**config.mk**
```make
export PLATFORM = sky130hd
export DESIGN_NAME = address_block_pool_allocator
export DESIGN_NICKNAME = d
export VERILOG_FILES = /design/src/hw/rtl/abpa_pkg.sv /design/src/hw/rtl/abpa_div.sv /design/src/hw/rtl/abpa_ctrl.sv /design/src/hw/rtl/abpa_dp.sv /design/src/hw/rtl/address_block_pool_allocator.sv
export SDC_FILE = /design/constraint.sdc
export NUM_CORES = 1
export LEC_CHECK = 0
export ABC_CLOCK_PERIOD_IN_PS = 13800
export BUFFER_PORTS_ARGS = -buffer_cell sky130_fd_sc_hd__buf_2
export CAP_MARGIN = 20
export CORE_MARGIN = 2
export CORE_UTILIZATION = 56
export CTS_CLUSTER_SIZE = 40
export DETAILED_ROUTE_END_ITERATION = 10
export PLACE_DENSITY_LB_ADDON = 0.12
export SYNTH_ARGS = -nofsm -noshare
export SYNTH_HDL_FRONTEND = slang
export SYNTH_SLANG_ARGS = --single-unit
```
**constraint.sdc**
```tcl
create_clock -name i_clk -period 13.8 [get_ports i_clk]
set_clock_uncertainty 0.2 [all_clocks]
set_input_delay 1.38 -clock i_clk [delete_from_list [all_inputs] [get_ports i_clk]]
set_output_delay 1.38 -clock i_clk [all_outputs]
set_load 0.005 [all_outputs]
```
**src/hw/rtl/abpa_pkg.sv**
```systemverilog
package abpa_pkg;

    // Field widths of the request and result ports
    localparam int TYPE_W   = 1;
    localparam int TOTAL_W  = 9;
    localparam int BLOCKS_W = 7;
    localparam int BNUM_W   = 7;
    localparam int COUNT_W  = 7;
    localparam int STATUS_W = 2;
    localparam int HADDR_W  = 8;
    localparam int SPAN_W   = 9;

    // Largest number of addresses one allocate request may claim
    localparam int MAX_RESULTS = 64;

    // Request type codes
    localparam logic [TYPE_W-1:0] REQ_PARTITION = 1'b0;
    localparam logic [TYPE_W-1:0] REQ_ALLOC     = 1'b1;

    // Result status codes
    localparam logic [STATUS_W-1:0] ST_OK         = 2'd0;
    localparam logic [STATUS_W-1:0] ST_BAD_COUNT  = 2'd1;
    localparam logic [STATUS_W-1:0] ST_BAD_BLOCK  = 2'd2;
    localparam logic [STATUS_W-1:0] ST_SHORT      = 2'd3;

    // Kind of single-result reply the controller asks the datapath to send
    typedef enum logic [2:0] {
        RES_SETUP,
        RES_BAD_COUNT,
        RES_BAD_BLOCK,
        RES_SHORT,
        RES_EMPTY
    } t_res_kind;

    // Controller to datapath commands
    typedef struct packed {
        logic      load;
        logic      sweep_start;
        logic      sweep_fc;
        logic      div_start;
        logic      set_geom;
        logic      alloc_prep;
        logic      scan_init;
        logic      scan_run;
        logic      emit;
        t_res_kind kind;
    } t_dp_cmd;

    // Datapath to controller status
    typedef struct packed {
        logic is_setup;
        logic cnt_bad;
        logic bnum_bad;
        logic short_req;
        logic zero_req;
        logic div_done;
        logic sweep_done;
        logic sweeping;
        logic scan_done;
        logic claim;
        logic out_free;
    } t_dp_stat;

endpackage

```
**src/hw/rtl/abpa_div.sv**
```systemverilog
module abpa_div (
    input  logic                           i_clk,
    input  logic                           i_rst_n,
    input  logic                           i_start,
    input  logic [abpa_pkg::TOTAL_W-1:0]   i_dividend,
    input  logic [abpa_pkg::BLOCKS_W-1:0]  i_divisor,
    output logic                           o_done,
    output logic [abpa_pkg::TOTAL_W-1:0]   o_quot
);

    localparam int QW = abpa_pkg::TOTAL_W;
    localparam int DW = abpa_pkg::BLOCKS_W;
    localparam int CW = $clog2(QW);

    logic          r_busy;
    logic          r_done;
    logic [CW-1:0] r_cnt;
    logic [DW-1:0] r_rem;
    logic [DW-1:0] r_div;
    logic [QW-1:0] r_q;

    logic [DW:0]   trial;
    logic [DW:0]   diff;
    logic          ge;

    // One restoring step: bring down the next dividend bit and try a subtract
    always_comb begin
        trial = {r_rem, r_q[QW-1]};
        ge    = trial >= {1'b0, r_div};
        diff  = trial - {1'b0, r_div};
    end

    // Control: busy flag, step counter, done pulse
    always_ff @(posedge i_clk) begin
        if (!i_rst_n) begin
            r_busy <= 1'b0;
            r_done <= 1'b0;
            r_cnt  <= '0;
        end else begin
            r_done <= 1'b0;
            if (i_start) begin
                r_busy <= 1'b1;
                r_cnt  <= CW'(QW - 1);
            end else if (r_busy) begin
                if (r_cnt == '0) begin
                    r_busy <= 1'b0;
                    r_done <= 1'b1;
                end else begin
                    r_cnt <= r_cnt - 1'b1;
                end
            end
        end
    end

    // Remainder and quotient shift register
    always_ff @(posedge i_clk) begin
        if (i_start) begin
            r_rem <= '0;
            r_div <= i_divisor;
            r_q   <= i_dividend;
        end else if (r_busy) begin
            r_rem <= ge ? diff[DW-1:0] : trial[DW-1:0];
            r_q   <= {r_q[QW-2:0], ge};
        end
    end

    assign o_done = r_done;
    assign o_quot = r_q;

endmodule

```
**src/hw/rtl/abpa_ctrl.sv**
```systemverilog
module abpa_ctrl (
    input  logic               i_clk,
    input  logic               i_rst_n,
    input  logic               i_in_valid,
    output logic               o_in_ready,
    input  abpa_pkg::t_dp_stat i_stat,
    output abpa_pkg::t_dp_cmd  o_cmd
);

    typedef enum logic [3:0] {
        S_INIT,
        S_CLEAR,
        S_IDLE,
        S_DECODE,
        S_DIV,
        S_SWEEP,
        S_CHECK,
        S_SCAN,
        S_RESULT
    } t_state;

    t_state              r_state;
    abpa_pkg::t_res_kind r_kind;

    // State register and the pending reply kind
    always_ff @(posedge i_clk) begin
        if (!i_rst_n) begin
            r_state <= S_INIT;
            r_kind  <= abpa_pkg::RES_SETUP;
        end else begin
            unique case (r_state)
                S_INIT: begin
                    r_state <= S_CLEAR;
                end
                S_CLEAR: begin
                    if (i_stat.sweep_done) r_state <= S_IDLE;
                end
                S_IDLE: begin
                    if (i_in_valid) r_state <= S_DECODE;
                end
                S_DECODE: begin
                    if (i_stat.is_setup) begin
                        if (i_stat.cnt_bad) begin
                            r_kind  <= abpa_pkg::RES_BAD_COUNT;
                            r_state <= S_RESULT;
                        end else begin
                            r_state <= S_DIV;
                        end
                    end else if (i_stat.bnum_bad) begin
                        r_kind  <= abpa_pkg::RES_BAD_BLOCK;
                        r_state <= S_RESULT;
                    end else begin
                        r_state <= S_CHECK;
                    end
                end
                S_DIV: begin
                    if (i_stat.div_done) r_state <= S_SWEEP;
                end
                S_SWEEP: begin
                    if (i_stat.sweep_done) begin
                        r_kind  <= abpa_pkg::RES_SETUP;
                        r_state <= S_RESULT;
                    end
                end
                S_CHECK: begin
                    if (i_stat.short_req) begin
                        r_kind  <= abpa_pkg::RES_SHORT;
                        r_state <= S_RESULT;
                    end else if (i_stat.zero_req) begin
                        r_kind  <= abpa_pkg::RES_EMPTY;
                        r_state <= S_RESULT;
                    end else begin
                        r_state <= S_SCAN;
                    end
                end
                S_SCAN: begin
                    if (i_stat.scan_done) r_state <= S_IDLE;
                end
                S_RESULT: begin
                    if (i_stat.out_free) r_state <= S_IDLE;
                end
                default: r_state <= S_INIT;
            endcase
        end
    end

    // Command decode
    always_comb begin
        o_cmd = '0;
        o_cmd.kind = r_kind;
        unique case (r_state)
            S_INIT:   o_cmd.sweep_start = 1'b1;
            S_IDLE:   o_cmd.load = i_in_valid;
            S_DECODE: begin
                o_cmd.div_start  = i_stat.is_setup && !i_stat.cnt_bad;
                o_cmd.alloc_prep = !i_stat.is_setup && !i_stat.bnum_bad;
            end
            S_DIV: begin
                o_cmd.set_geom    = i_stat.div_done;
                o_cmd.sweep_start = i_stat.div_done;
                o_cmd.sweep_fc    = i_stat.div_done;
            end
            S_CHECK:  o_cmd.scan_init = 1'b1;
            S_SCAN:   o_cmd.scan_run = 1'b1;
            S_RESULT: o_cmd.emit = i_stat.out_free;
            default:  o_cmd.kind = r_kind;
        endcase
    end

    assign o_in_ready = (r_state == S_IDLE);

endmodule

```
**src/hw/rtl/abpa_dp.sv**
```systemverilog
module abpa_dp #(
    parameter int BLOCK_LIMIT = 64,
    parameter int POOL_SIZE   = 256
) (
    input  logic                            i_clk,
    input  logic                            i_rst_n,
    input  abpa_pkg::t_dp_cmd               i_cmd,
    output abpa_pkg::t_dp_stat              o_stat,
    input  logic [abpa_pkg::TYPE_W-1:0]     i_req_type,
    input  logic [abpa_pkg::TOTAL_W-1:0]    i_total_wanted,
    input  logic [abpa_pkg::BLOCKS_W-1:0]   i_blocks_wanted,
    input  logic [abpa_pkg::BNUM_W-1:0]     i_block_number,
    input  logic [abpa_pkg::COUNT_W-1:0]    i_request_count,
    output logic                            o_out_valid,
    input  logic                            i_out_ready,
    output logic [abpa_pkg::STATUS_W-1:0]   o_status,
    output logic                            o_has_address,
    output logic [abpa_pkg::HADDR_W-1:0]    o_host_address,
    output logic [abpa_pkg::SPAN_W-1:0]     o_span,
    output logic                            o_last
);

    localparam int SW        = abpa_pkg::SPAN_W;
    localparam int AW        = $clog2(POOL_SIZE);
    localparam int BIW       = (BLOCK_LIMIT > 1) ? $clog2(BLOCK_LIMIT) : 1;
    localparam int SWEEP_LEN = (POOL_SIZE > BLOCK_LIMIT) ? POOL_SIZE : BLOCK_LIMIT;
    localparam int KW        = (SWEEP_LEN > 1) ? $clog2(SWEEP_LEN) : 1;

    // Captured request fields
    logic [abpa_pkg::TYPE_W-1:0]   r_type;
    logic [abpa_pkg::TOTAL_W-1:0]  r_total;
    logic [abpa_pkg::BLOCKS_W-1:0] r_blk;
    logic [abpa_pkg::BNUM_W-1:0]   r_bnum;
    logic [abpa_pkg::COUNT_W-1:0]  r_want;

    // Pool geometry
    logic [abpa_pkg::BLOCKS_W-1:0] r_active;
    logic [SW-1:0]                 r_span;

    // Storage
    logic [SW-1:0] fc_mem [BLOCK_LIMIT];
    logic          map_mem [POOL_SIZE];
    logic [SW-1:0] r_fc_q;
    logic          r_map_q;

    // Sweep (map clear and free count fill)
    logic          r_sweeping;
    logic          r_sweep_fc;
    logic [KW-1:0] r_k;
    logic [SW:0]   r_s;

    // Allocation scan
    logic [SW+7:0]               r_start;
    logic [AW-1:0]               r_ptr;
    logic [AW-1:0]               r_b_addr;
    logic                        r_b_vld;
    logic [SW-1:0]               r_free;
    logic [abpa_pkg::COUNT_W-1:0] r_n;
    logic [BIW-1:0]              r_idx;

    // Output register
    logic                          r_out_vld;
    logic [abpa_pkg::STATUS_W-1:0] r_o_status;
    logic                          r_o_has;
    logic [abpa_pkg::HADDR_W-1:0]  r_o_addr;
    logic [SW-1:0]                 r_o_span;
    logic                          r_o_last;

    logic          out_free;
    logic [7:0]    idx8;
    logic [SW-1:0] tot_c;
    logic [SW-1:0] cap;
    logic          div_done;
    logic [SW-1:0] quot;
    logic          s_ok;
    logic [SW:0]   s_rem;
    logic [SW-1:0] sweep_val;
    logic          sweep_last;
    logic          sweep_map_we;
    logic          sweep_fc_we;
    logic          stall;
    logic          adv;
    logic          claim;
    logic          claim_last;
    logic [SW-1:0] free_dec;

    assign out_free = !r_out_vld || i_out_ready;
    assign idx8     = {1'b0, r_bnum} - 8'd1;

    // Request capture
    always_ff @(posedge i_clk) begin
        if (i_cmd.load) begin
            r_type  <= i_req_type;
            r_total <= i_total_wanted;
            r_blk   <= i_blocks_wanted;
            r_bnum  <= i_block_number;
            r_want  <= i_request_count;
        end
    end

    // Total clipped to the pool, then rounded up to a power of two
    always_comb begin
        tot_c = (r_total > SW'(POOL_SIZE)) ? SW'(POOL_SIZE) : r_total;
        cap   = SW'(1);
        for (int b = 0; b < SW - 1; b++) begin
            if (tot_c > (SW'(1) << b)) cap = SW'(1) << (b + 1);
        end
    end

    abpa_div u_div (
        .i_clk      (i_clk),
        .i_rst_n    (i_rst_n),
        .i_start    (i_cmd.div_start),
        .i_dividend (cap),
        .i_divisor  (r_blk),
        .o_done     (div_done),
        .o_quot     (quot)
    );

    // Block size and block count
    always_ff @(posedge i_clk) begin
        if (!i_rst_n) begin
            r_active <= '0;
            r_span   <= SW'(1);
        end else if (i_cmd.set_geom) begin
            r_active <= r_blk;
            r_span   <= (quot == '0) ? SW'(1) : quot;
        end
    end

    // Free count of the block starting at r_s: clipped at the pool end
    always_comb begin
        s_ok       = r_s < (SW + 1)'(POOL_SIZE);
        s_rem      = (SW + 1)'(POOL_SIZE) - r_s;
        sweep_val  = '0;
        if (s_ok) sweep_val = ({1'b0, r_span} < s_rem) ? r_span : s_rem[SW-1:0];
        sweep_last = r_sweeping && (r_k == KW'(SWEEP_LEN - 1));
        sweep_map_we = r_sweeping && ((SW + 1)'(r_k) < (SW + 1)'(POOL_SIZE));
        sweep_fc_we  = r_sweeping && r_sweep_fc && ((SW + 1)'(r_k) < (SW + 1)'(r_blk));
    end

    always_ff @(posedge i_clk) begin
        if (!i_rst_n) begin
            r_sweeping <= 1'b0;
        end else if (i_cmd.sweep_start) begin
            r_sweeping <= 1'b1;
        end else if (sweep_last) begin
            r_sweeping <= 1'b0;
        end
    end

    always_ff @(posedge i_clk) begin
        if (i_cmd.sweep_start) begin
            r_sweep_fc <= i_cmd.sweep_fc;
            r_k        <= '0;
            r_s        <= '0;
        end else if (r_sweeping) begin
            r_k <= r_k + 1'b1;
            if (s_ok) r_s <= r_s + {1'b0, r_span};
        end
    end

    // Scan pipeline: read stage at r_ptr, check stage at r_b_addr
    always_comb begin
        stall      = r_b_vld && !r_map_q && !out_free;
        adv        = i_cmd.scan_run && !stall;
        claim      = i_cmd.scan_run && r_b_vld && !r_map_q && out_free;
        claim_last = claim && (r_n == r_want - 1'b1);
        free_dec   = r_free - 1'b1;
    end

    // Allocation setup: start address and block index
    always_ff @(posedge i_clk) begin
        if (i_cmd.alloc_prep) begin
            r_start <= idx8 * r_span;
            r_idx   <= idx8[BIW-1:0];
        end
    end

    always_ff @(posedge i_clk) begin
        if (!i_rst_n) begin
            r_b_vld <= 1'b0;
        end else if (i_cmd.scan_init) begin
            r_b_vld <= 1'b0;
        end else if (adv) begin
            r_b_vld <= !claim_last;
        end
    end

    always_ff @(posedge i_clk) begin
        if (i_cmd.scan_init) begin
            r_ptr  <= r_start[AW-1:0];
            r_free <= r_fc_q;
            r_n    <= '0;
        end else begin
            if (adv) begin
                r_b_addr <= r_ptr;
                r_ptr    <= r_ptr + 1'b1;
            end
            if (claim) begin
                r_free <= free_dec;
                r_n    <= r_n + 1'b1;
            end
        end
    end

    // Used-address map
    always_ff @(posedge i_clk) begin
        if (sweep_map_we) begin
            map_mem[r_k[AW-1:0]] <= 1'b0;
        end else if (claim) begin
            map_mem[r_b_addr] <= 1'b1;
        end
        if (adv) r_map_q <= map_mem[r_ptr];
    end

    // Per-block free counts
    always_ff @(posedge i_clk) begin
        if (sweep_fc_we) begin
            fc_mem[r_k[BIW-1:0]] <= sweep_val;
        end else if (claim_last) begin
            fc_mem[r_idx] <= free_dec;
        end
        if (i_cmd.alloc_prep) r_fc_q <= fc_mem[idx8[BIW-1:0]];
    end

    // Output register
    always_ff @(posedge i_clk) begin
        if (!i_rst_n) begin
            r_out_vld <= 1'b0;
        end else if (claim || i_cmd.emit) begin
            r_out_vld <= 1'b1;
        end else if (i_out_ready) begin
            r_out_vld <= 1'b0;
        end
    end

    always_ff @(posedge i_clk) begin
        if (claim) begin
            r_o_status <= abpa_pkg::ST_OK;
            r_o_has    <= 1'b1;
            r_o_addr   <= abpa_pkg::HADDR_W'(r_b_addr);
            r_o_span   <= free_dec;
            r_o_last   <= claim_last;
        end else if (i_cmd.emit) begin
            r_o_has  <= 1'b0;
            r_o_addr <= '0;
            r_o_last <= 1'b1;
            unique case (i_cmd.kind)
                abpa_pkg::RES_SETUP: begin
                    r_o_status <= abpa_pkg::ST_OK;
                    r_o_span   <= r_span;
                end
                abpa_pkg::RES_BAD_COUNT: begin
                    r_o_status <= abpa_pkg::ST_BAD_COUNT;
                    r_o_span   <= '0;
                end
                abpa_pkg::RES_BAD_BLOCK: begin
                    r_o_status <= abpa_pkg::ST_BAD_BLOCK;
                    r_o_span   <= '0;
                end
                abpa_pkg::RES_SHORT: begin
                    r_o_status <= abpa_pkg::ST_SHORT;
                    r_o_span   <= r_free;
                end
                abpa_pkg::RES_EMPTY: begin
                    r_o_status <= abpa_pkg::ST_OK;
                    r_o_span   <= r_free;
                end
                default: begin
                    r_o_status <= abpa_pkg::ST_OK;
                    r_o_span   <= '0;
                end
            endcase
        end
    end

    // Status to the controller
    always_comb begin
        o_stat.is_setup   = (r_type == abpa_pkg::REQ_PARTITION);
        o_stat.cnt_bad    = (r_blk == '0) || ((SW + 1)'(r_blk) > (SW + 1)'(BLOCK_LIMIT));
        o_stat.bnum_bad   = (r_bnum == '0) || (r_bnum > r_active);
        o_stat.short_req  = (SW'(r_want) > r_fc_q)
                         || (r_want > abpa_pkg::COUNT_W'(abpa_pkg::MAX_RESULTS));
        o_stat.zero_req   = (r_want == '0);
        o_stat.div_done   = div_done;
        o_stat.sweep_done = sweep_last;
        o_stat.sweeping   = r_sweeping;
        o_stat.scan_done  = claim_last;
        o_stat.claim      = claim;
        o_stat.out_free   = out_free;
    end

    assign o_out_valid    = r_out_vld;
    assign o_status       = r_o_status;
    assign o_has_address  = r_o_has;
    assign o_host_address = r_o_addr;
    assign o_span         = r_o_span;
    assign o_last         = r_o_last;

endmodule

```
**src/hw/rtl/address_block_pool_allocator.sv**
```systemverilog
// Address block pool allocator. Keeps a pool of POOL_SIZE host addresses split
// into up to BLOCK_LIMIT equal blocks. A setup request (req_type 0) rounds
// total_wanted up to a power of two, divides it by blocks_wanted in a 9-step
// serial divider, then sweeps max(POOL_SIZE, BLOCK_LIMIT) entries one per
// cycle to clear the used-address map and load each block's free count; its
// one result is loaded into the output register after the sweep, and the next
// request is taken once it is there.
// An allocate request (req_type 1) reads one map entry per cycle, from the
// block start up to the last address claimed, while no claim waits for the
// output register; it returns one result per claimed address, or one
// status result. A map-clearing sweep also runs once after reset, and no request
// is taken until it ends. One request is in work at a time; a finished result
// waits in the output register while the next request is taken. o_last marks
// the final result of each request.
module address_block_pool_allocator #(
    parameter int BLOCK_LIMIT = 64,
    parameter int POOL_SIZE   = 256
) (
    input  logic                            i_clk,
    input  logic                            i_rst_n,
    input  logic                            i_in_valid,
    output logic                            o_in_ready,
    input  logic [abpa_pkg::TYPE_W-1:0]     i_req_type,
    input  logic [abpa_pkg::TOTAL_W-1:0]    i_total_wanted,
    input  logic [abpa_pkg::BLOCKS_W-1:0]   i_blocks_wanted,
    input  logic [abpa_pkg::BNUM_W-1:0]     i_block_number,
    input  logic [abpa_pkg::COUNT_W-1:0]    i_request_count,
    output logic                            o_out_valid,
    input  logic                            i_out_ready,
    output logic [abpa_pkg::STATUS_W-1:0]   o_status,
    output logic                            o_has_address,
    output logic [abpa_pkg::HADDR_W-1:0]    o_host_address,
    output logic [abpa_pkg::SPAN_W-1:0]     o_span,
    output logic                            o_last
);

    abpa_pkg::t_dp_cmd  dp_cmd;
    abpa_pkg::t_dp_stat dp_stat;

    abpa_ctrl u_ctrl (
        .i_clk      (i_clk),
        .i_rst_n    (i_rst_n),
        .i_in_valid (i_in_valid),
        .o_in_ready (o_in_ready),
        .i_stat     (dp_stat),
        .o_cmd      (dp_cmd)
    );

    abpa_dp #(
        .BLOCK_LIMIT (BLOCK_LIMIT),
        .POOL_SIZE   (POOL_SIZE)
    ) u_dp (
        .i_clk           (i_clk),
        .i_rst_n         (i_rst_n),
        .i_cmd           (dp_cmd),
        .o_stat          (dp_stat),
        .i_req_type      (i_req_type),
        .i_total_wanted  (i_total_wanted),
        .i_blocks_wanted (i_blocks_wanted),
        .i_block_number  (i_block_number),
        .i_request_count (i_request_count),
        .o_out_valid     (o_out_valid),
        .i_out_ready     (i_out_ready),
        .o_status        (o_status),
        .o_has_address   (o_has_address),
        .o_host_address  (o_host_address),
        .o_span          (o_span),
        .o_last          (o_last)
    );

    // No new request while the map is being swept
    a_no_accept_in_sweep: assert property (@(posedge i_clk) disable iff (!i_rst_n)
        o_in_ready |-> !dp_stat.sweeping)
        else $error("request port open during sweep");

    // A result is only loaded when the output register can take it
    a_push_needs_room: assert property (@(posedge i_clk) disable iff (!i_rst_n)
        (dp_cmd.emit || dp_stat.claim) |-> dp_stat.out_free)
        else $error("result loaded over a pending transfer");

    // Claims and single replies never collide
    a_one_source: assert property (@(posedge i_clk) disable iff (!i_rst_n)
        !(dp_cmd.emit && dp_stat.claim))
        else $error("two result sources in one cycle");

    // The port stays closed right after reset for the clearing sweep
    a_closed_after_reset: assert property (@(posedge i_clk)
        !i_rst_n |=> !o_in_ready)
        else $error("request port open right after reset");

endmodule

```
==> flow_summary.toml, run 1 <==
[synth]
ys_seq_area_share_pct = 67.7
synth_top_family_by_area = "multiplexers"
synthMuxAreaShare_pct = 13.3
synth_nets = 2924
synthesis.instances = 2804
synth_ff_type = "edfxtp_1"
synthXorXnorAreaFrac_pct = 1.41
avgSynthCellArea_um2 = 15.7
yosys.area_share.simple_pct = 8.27
ys_seq_elements = 1014
synth_top_area_cell = "edfxtp_1"
async_flop_share_pct = 0
synthAdderAreaFrac_pct = 2.66
synth_top_area_share_pct = 64.6
synth_cell_types = 76
synth_edf_count = 947
yosys_warnings = 0
synth_compound_area_share_pct = 4.31
synthTopCellsByArea = "edfxtp_1 65%, mux4_2 12%, nor2_1 3.1%"
netlist_area_um2 = 44000

[sta]
whs_ns = 0.251
fin_tns_setup_ns = 0
finalCritPeriodShare_pct = 40.9
hold_violations = 0
finalSetupViolCount = 0
period_needed_ns = 5.65
slew_viol_final = 0
worst_pin_slew_ns = 1.08
rsz0062_at_grt = "false"
fmax_ghz = 0.177
slew_headroom_pct = 27.6

[drt]
wl_per_cell_um = 25.1
drt_pass1_iterations = 6
drt_iter0_drc = 2446
routed_wl_um = 101000
vias = 24900
via_per_inst = 6.18
postRouteAntennaNets = 0
drc = 0

[die]
die_h_um = 284
core_area_um2 = 77600
rows = 102
fp.dieW_um = 284
pin_count = 58
die-area_um2 = 80800
initial_core_util_pct = 56.7

[placement]
routabilityCongestion = 0.870
dpl.hpwl_um = 63200
placed_area_um2 = 45800
port_buffers = 57

[critical_path]
reg2reg_to = "u_dp.r_start[7]"
r2r_setup_slack_ns = 8.15
reg2reg_from = "u_dp.r_bnum[1]"
cp_data_arrival_time_ns = 5.85
critPathCapture = "u_dp.r_start[7]"
crit_type = "flip-flop to flip-flop"
crit_path_start = "u_dp.r_bnum[1]"
cp-end-kind = "flip-flop"
cp_max_fo = 23
critical_path.startpoint_type = "flip-flop"
reg2reg_depth = 18
critPathRequiredTime_ns = 14.00

[final_layout]
area_growth_pct = 11.7
nets = 3035
final_core_util_pct = 63.3
final_common_cell = "edfxtp_1"
drive_above_1_share_pct = 19.6
seq_area_um2 = 29800
num_antenna_cells = 0
n_fill_cell = 5550
final_area_um2 = 49200
multi_input_area_um2 = 13300
final_cell_mix = "947 x edfxtp_1, 359 x nor2_1, 240 x mux4_2"

[grt]
grt_pass1_vias = 25200
grt-ovfl-total = 0
antenna_found_initial = 0
grt_max_degree = 201
grtUsageTotal_pct = 25.4
grt_pass1_wl_um = 155000

[clocking]
cts_buffers = 102
cts_resized = 0
holdBufCountCts = 0
clk-insertion-delay-late_ns = 0.68
clkTransAtPathRegs_ns = 0.06
cts_sinks = 1014
tritoncts = "built"
cts_setup_buffers = 0
root_buffer = "clkbuf_16"
h-tree-depth = 3
clockBufferDepth = 3

[worst_hold_path]
hold_path.class = "flip-flop to flip-flop"

[pwr]
cellPowerDensity_nw_per_um2 = 141
vdd_drop_max_v = 0.000135
p_leak_nw = 16.5

[outcome]
run_status = "complete, no violations"

[flow_run]
drv_cap = 0
per-stage QoR:
step | std cells | power [mW] | worst slack [ns]
2_1_floorplan | 2804 | 4.04 | 7.78
3_3_place_gp | 3844 | 4.28 | 8.25
3_5_place_dp | 3845 | 4.30 | 8.09
4_1_cts | 4028 | 6.97 | 8.18
5_1_grt | 4034 | 7.15 | 7.75
6_report | 4034 | 6.92 | 8.15
sequential cells by signal, indices dropped and copies added (netlist names), 4 cells and up:
register,count
u_dp.r_start,8
u_dp.r_active,7
u_dp.o_span,9
u_dp.u_div.r_div,7
u_dp.u_div.r_rem,7
u_dp.r_idx,6
u_dp.r_blk,7
u_dp.r_b_addr,8
u_dp.r_bnum,7
u_ctrl.r_state,4
u_dp.r_total,9
u_dp.r_k,8
u_dp.r_n,7
u_dp.r_ptr,8
u_dp.fc_mem,576
u_dp.u_div.r_cnt,4
u_dp.r_span,9
u_dp.r_s,10
u_dp.u_div.o_quot,9
u_dp.r_want,7
u_dp.map_mem,256
u_dp.r_fc_q,9
u_dp.o_host_address,8
u_dp.r_free,9
cell usage after synthesis (10+ instances only):
master      n
clkbuf_1   91
dfxtp_1    67
nand3_1    38
nand3b_1   14
nand2b_1   21
a31oi_1    17
mux2i_1    26
a22oi_1    13
nand2_1   179
fa_1       14
o21ai_0    47
mux4_2    240
xor2_1     25
mux2_2     10
nor2_1    359
a211oi_1   16
inv_1      95
o22ai_1    17
nor2b_1    18
xnor2_1    46
buf_2      38
a21oi_1    79
ha_1       71
nor3b_1    14
edfxtp_1  947
and2_1     27
nor3_1    103
worst min path at each step:
stage	from	endpoint	slack [ns]	cells after the start
detailed placement	u_dp.o_has_address	u_dp.o_has_address	0.24	2
global route	u_dp.o_has_address	u_dp.o_has_address	0.28	2
finish	u_dp.o_has_address	u_dp.o_has_address	0.25	2
CTS	u_dp.o_has_address	u_dp.o_has_address	0.25	2
floorplan	u_dp.r_ptr[2]	u_dp.r_b_addr[2]	0.22	0
global placement	u_dp.o_has_address	u_dp.o_has_address	0.23	2
routing by layer:
layer / up-vias / routed length [µm] / GRT usage (%)
li1: 11000 / - / -
met1: 12800 / 41500 / 35.7
met2: 925 / 50300 / 42.0
met3: 176 / 6660 / 3.67
met4: 0 / 2650 / 7.39
met5: - / 0 / 0
logic make-up after synthesis:
logic type,count (synthesis)
xor gates and xnor gates,71
DFF,1014
muxes,280
adders and majority gates,85
buffers and inverters,250
and+or+nand+nor,816
AOI/OAI and AO/OA,288
critical path, cell delays in order, from the launching register on:
cell and delay, ns:
edfxtp_1 0.44, inv_1 0.14, ha_1 0.29, nor3b_1 0.41
xor2_2 0.82, nand2_1 0.17, fa_1 0.52, inv_1 0.04
ha_1 0.26, inv_1 0.05, fa_1 0.46, fa_1 0.49
inv_1 0.05, ha_1 0.31, a21oi_1 0.17, xor2_1 0.19
xnor2_1 0.15, xnor2_1 0.16, xnor2_1 0.08
power by group:
part	switching (mW)	internal (mW)	total, mW
Clock	1.16	1.53	2.69
Sequential	0.0636	3.42	3.49
Combinational	0.458	0.287	0.745
Total	1.68	5.24	6.92
cell type report:
type,count,share of cell area [%]
multi-input combinational,1540,27.1
inverter,98,0.759
clock buffer,126,5.50
tap,1040,2.65
clock inverter,57,1.14
sequential,1014,60.6
timing repair buffer,159,2.24
Power figures use the tool's default switching activity.
==> run 2: changes to the inputs <==
Settings changed: ABC_CLOCK_PERIOD_IN_PS 13800 to 4900.
Clock period 13.8 ns to 4.9 ns, I/O delays scaled along.
==> run 2 against run 1 <==
  * Cell count grew 1.6%
  * Design area grew 1.3%
  * Largest cell class unchanged
  * Largest power group unchanged
  * Clock-buffer cell count grew 3
  * Critical path type unchanged
  * Combinational power grew to 2.9 times the previous value
  * Register-to-register slack lost 7.9 ns
==> flow_summary.toml, run 2 (synthesized netlist as in run 1, its figures left out) <==
[critical_path]
cp-end-kind = "flip-flop"
reg2reg_depth = 17
reg2reg_to = "u_dp.r_start[7]"
cp_data_arrival_time_ns = 4.83
r2r_setup_slack_ns = 0.27
crit_path_start = "u_dp.r_bnum[0]"
cp_max_fo = 10
critPathRequiredTime_ns = 5.10
critical_path.startpoint_type = "flip-flop"
reg2reg_from = "u_dp.r_bnum[0]"
critPathCapture = "u_dp.r_start[7]"
crit_type = "flip-flop to flip-flop"

[final_layout]
drive_above_1_share_pct = 20.1
area_growth_pct = 13.1
num_antenna_cells = 0
final_area_um2 = 49800
top_regs = "u_dp.fc_mem (576), u_dp.map_mem (256), u_dp.r_s (10)"
layout.cells.non_filler = 4099
regMostFlops = "u_dp.fc_mem"
nets = 3098
multi_input_area_um2 = 13400
seq_area_um2 = 29800
final_cell_mix = "947 x edfxtp_1, 359 x nor2_1, 240 x mux4_2"
largest_reg_flops = 576
final_common_cell = "edfxtp_1"
n_fill_cell = 5573

[die]
fp.dieW_um = 284
pin_count = 58
core_area_um2 = 77600
die_h_um = 284
rows = 102
die-area_um2 = 80800
initial_core_util_pct = 56.7

[sta]
finalCritPeriodShare_pct = 94.5
whs_ns = 0.246
layout_setup_ws_ns = 0.270
rsz0062_at_grt = "false"
slew_viol_final = 0
hold_violations = 0
slew_headroom_pct = 19.9
fmax_ghz = 0.216
period_needed_ns = 4.63
worst_pin_slew_ns = 1.18
finalSetupViolCount = 0

[grt]
grt_pass1_wl_um = 159000
grt-ovfl-total = 0
grt_pass1_vias = 25400
grt_max_degree = 133
antenna_found_initial = 0
grtUsageTotal_pct = 26.0

[clocking]
cts_buffers = 101
cts_sinks = 1014
tritoncts = "built"
h-tree-depth = 3
root_buffer = "clkbuf_16"
clk-insertion-delay-late_ns = 0.67
clockBufferDepth = 3
clkTransAtPathRegs_ns = 0.06

[placement]
dp_slack_ns = 0.112
port_buffers = 57
routabilityCongestion = 0.882
dpl.hpwl_um = 64900
placed_area_um2 = 46100
placed_cells = 3875

[drt]
drt_pass1_iterations = 6
drt_iter0_drc = 2635
routed_wl_um = 104000
wl_per_cell_um = 25.3
drc = 0
postRouteAntennaNets = 0
vias = 25400
via_per_inst = 6.21

[pwr]
vdd_drop_max_v = 0.000328
p_leak_nw = 16.8
cellPowerDensity_nw_per_um2 = 393
power_mw = 19.6

[flow_run]
drv_cap = 0

[worst_hold_path]
hold_path.class = "input port to flip-flop"
whs_path_depth = 2

[outcome]
run_status = "complete, no violations"
==> run 2: cell count changes in the layout (fill, tap and decap cells not counted), moves of 3 or more <==
cell / delta
clkbuf_1: +5
dlygate4sd3_1: +33
clkinv_4: -3
buf_4: +31
inv_6: -3
buf_12: +5
clkbuf_4: -3
clkinv_1: +5
==> run 2: area by class of cell <==
type                       instances  share of cell area, %
sequential                      1014                   59.8
multi-input combinational       1540                   26.9
clock buffer                     129                   5.41
timing repair buffer             223                   3.44
tap                             1040                   2.61
clock inverter                    55                   1.10
inverter                          98                  0.754
==> run 2: critical path, stage by stage (launching register included) <==
cell and delay [ns]:
edfxtp_1 0.43, buf_4 0.20, nor3_1 0.30, xnor2_2 0.21, nor2_1 0.10, fa_1 0.41, fa_1 0.45, ha_1 0.29
inv_1 0.05, fa_1 0.47, inv_1 0.04, ha_1 0.31, a21o_1 0.20, a21oi_2 0.14, xor2_1 0.18, xnor2_1 0.16
xnor2_1 0.15, xnor2_1 0.08
==> run 2: power breakdown <==
part | leakage [nW] | internal, mW | switching [mW] | total (mW)
sequential | 9.59 | 9.64 | 0.151 | 9.79
combinational | 5.58 | 0.857 | 1.33 | 2.19
clock | 1.59 | 4.36 | 3.22 | 7.58
total | 16.8 | 14.9 | 4.70 | 19.6
==> run 2: layer usage <==
layer / track usage (%) / routed length, µm / up-vias
li1: - / - / 11100
met1: 37.2 / 42800 / 13100
met2: 42.3 / 51100 / 988
met3: 3.72 / 7210 / 175
met4: 7.00 / 2660 / 0
met5: 0 / 0 / -
==> run 2: stage by stage <==
step | setup TNS [ns] | util, %
after floorplan | -0.114 | -
after global placement | 0 | 59.4
after detailed placement | 0 | 59.4
after CTS | 0 | 64.0
after global routing | 0 | 64.2
final | 0 | 64.2
==> run 2: worst min-delay path by stage <==
stage	from	to	slack, ns
finish	i_in_valid	u_dp.r_want[6]	0.25
global route	i_in_valid	u_dp.r_want[6]	0.24
CTS	i_in_valid	u_dp.r_want[6]	0.23
detailed placement	u_dp.o_has_address	u_dp.o_has_address	0.24
global placement	u_dp.o_has_address	u_dp.o_has_address	0.24
floorplan	u_dp.r_ptr[2]	u_dp.r_b_addr[2]	0.22
==> run 2: timing repair <==
| item | in CTS | in global routing |
|---|---|---|
| gates resized for setup | 0 | 3 |
| setup buffers | 0 | 5 |
| endpoints found under the setup margin | 0 | 1 |
| hold buffers | 33 | 0 |
| endpoints found under the hold margin | 36 | 0 |
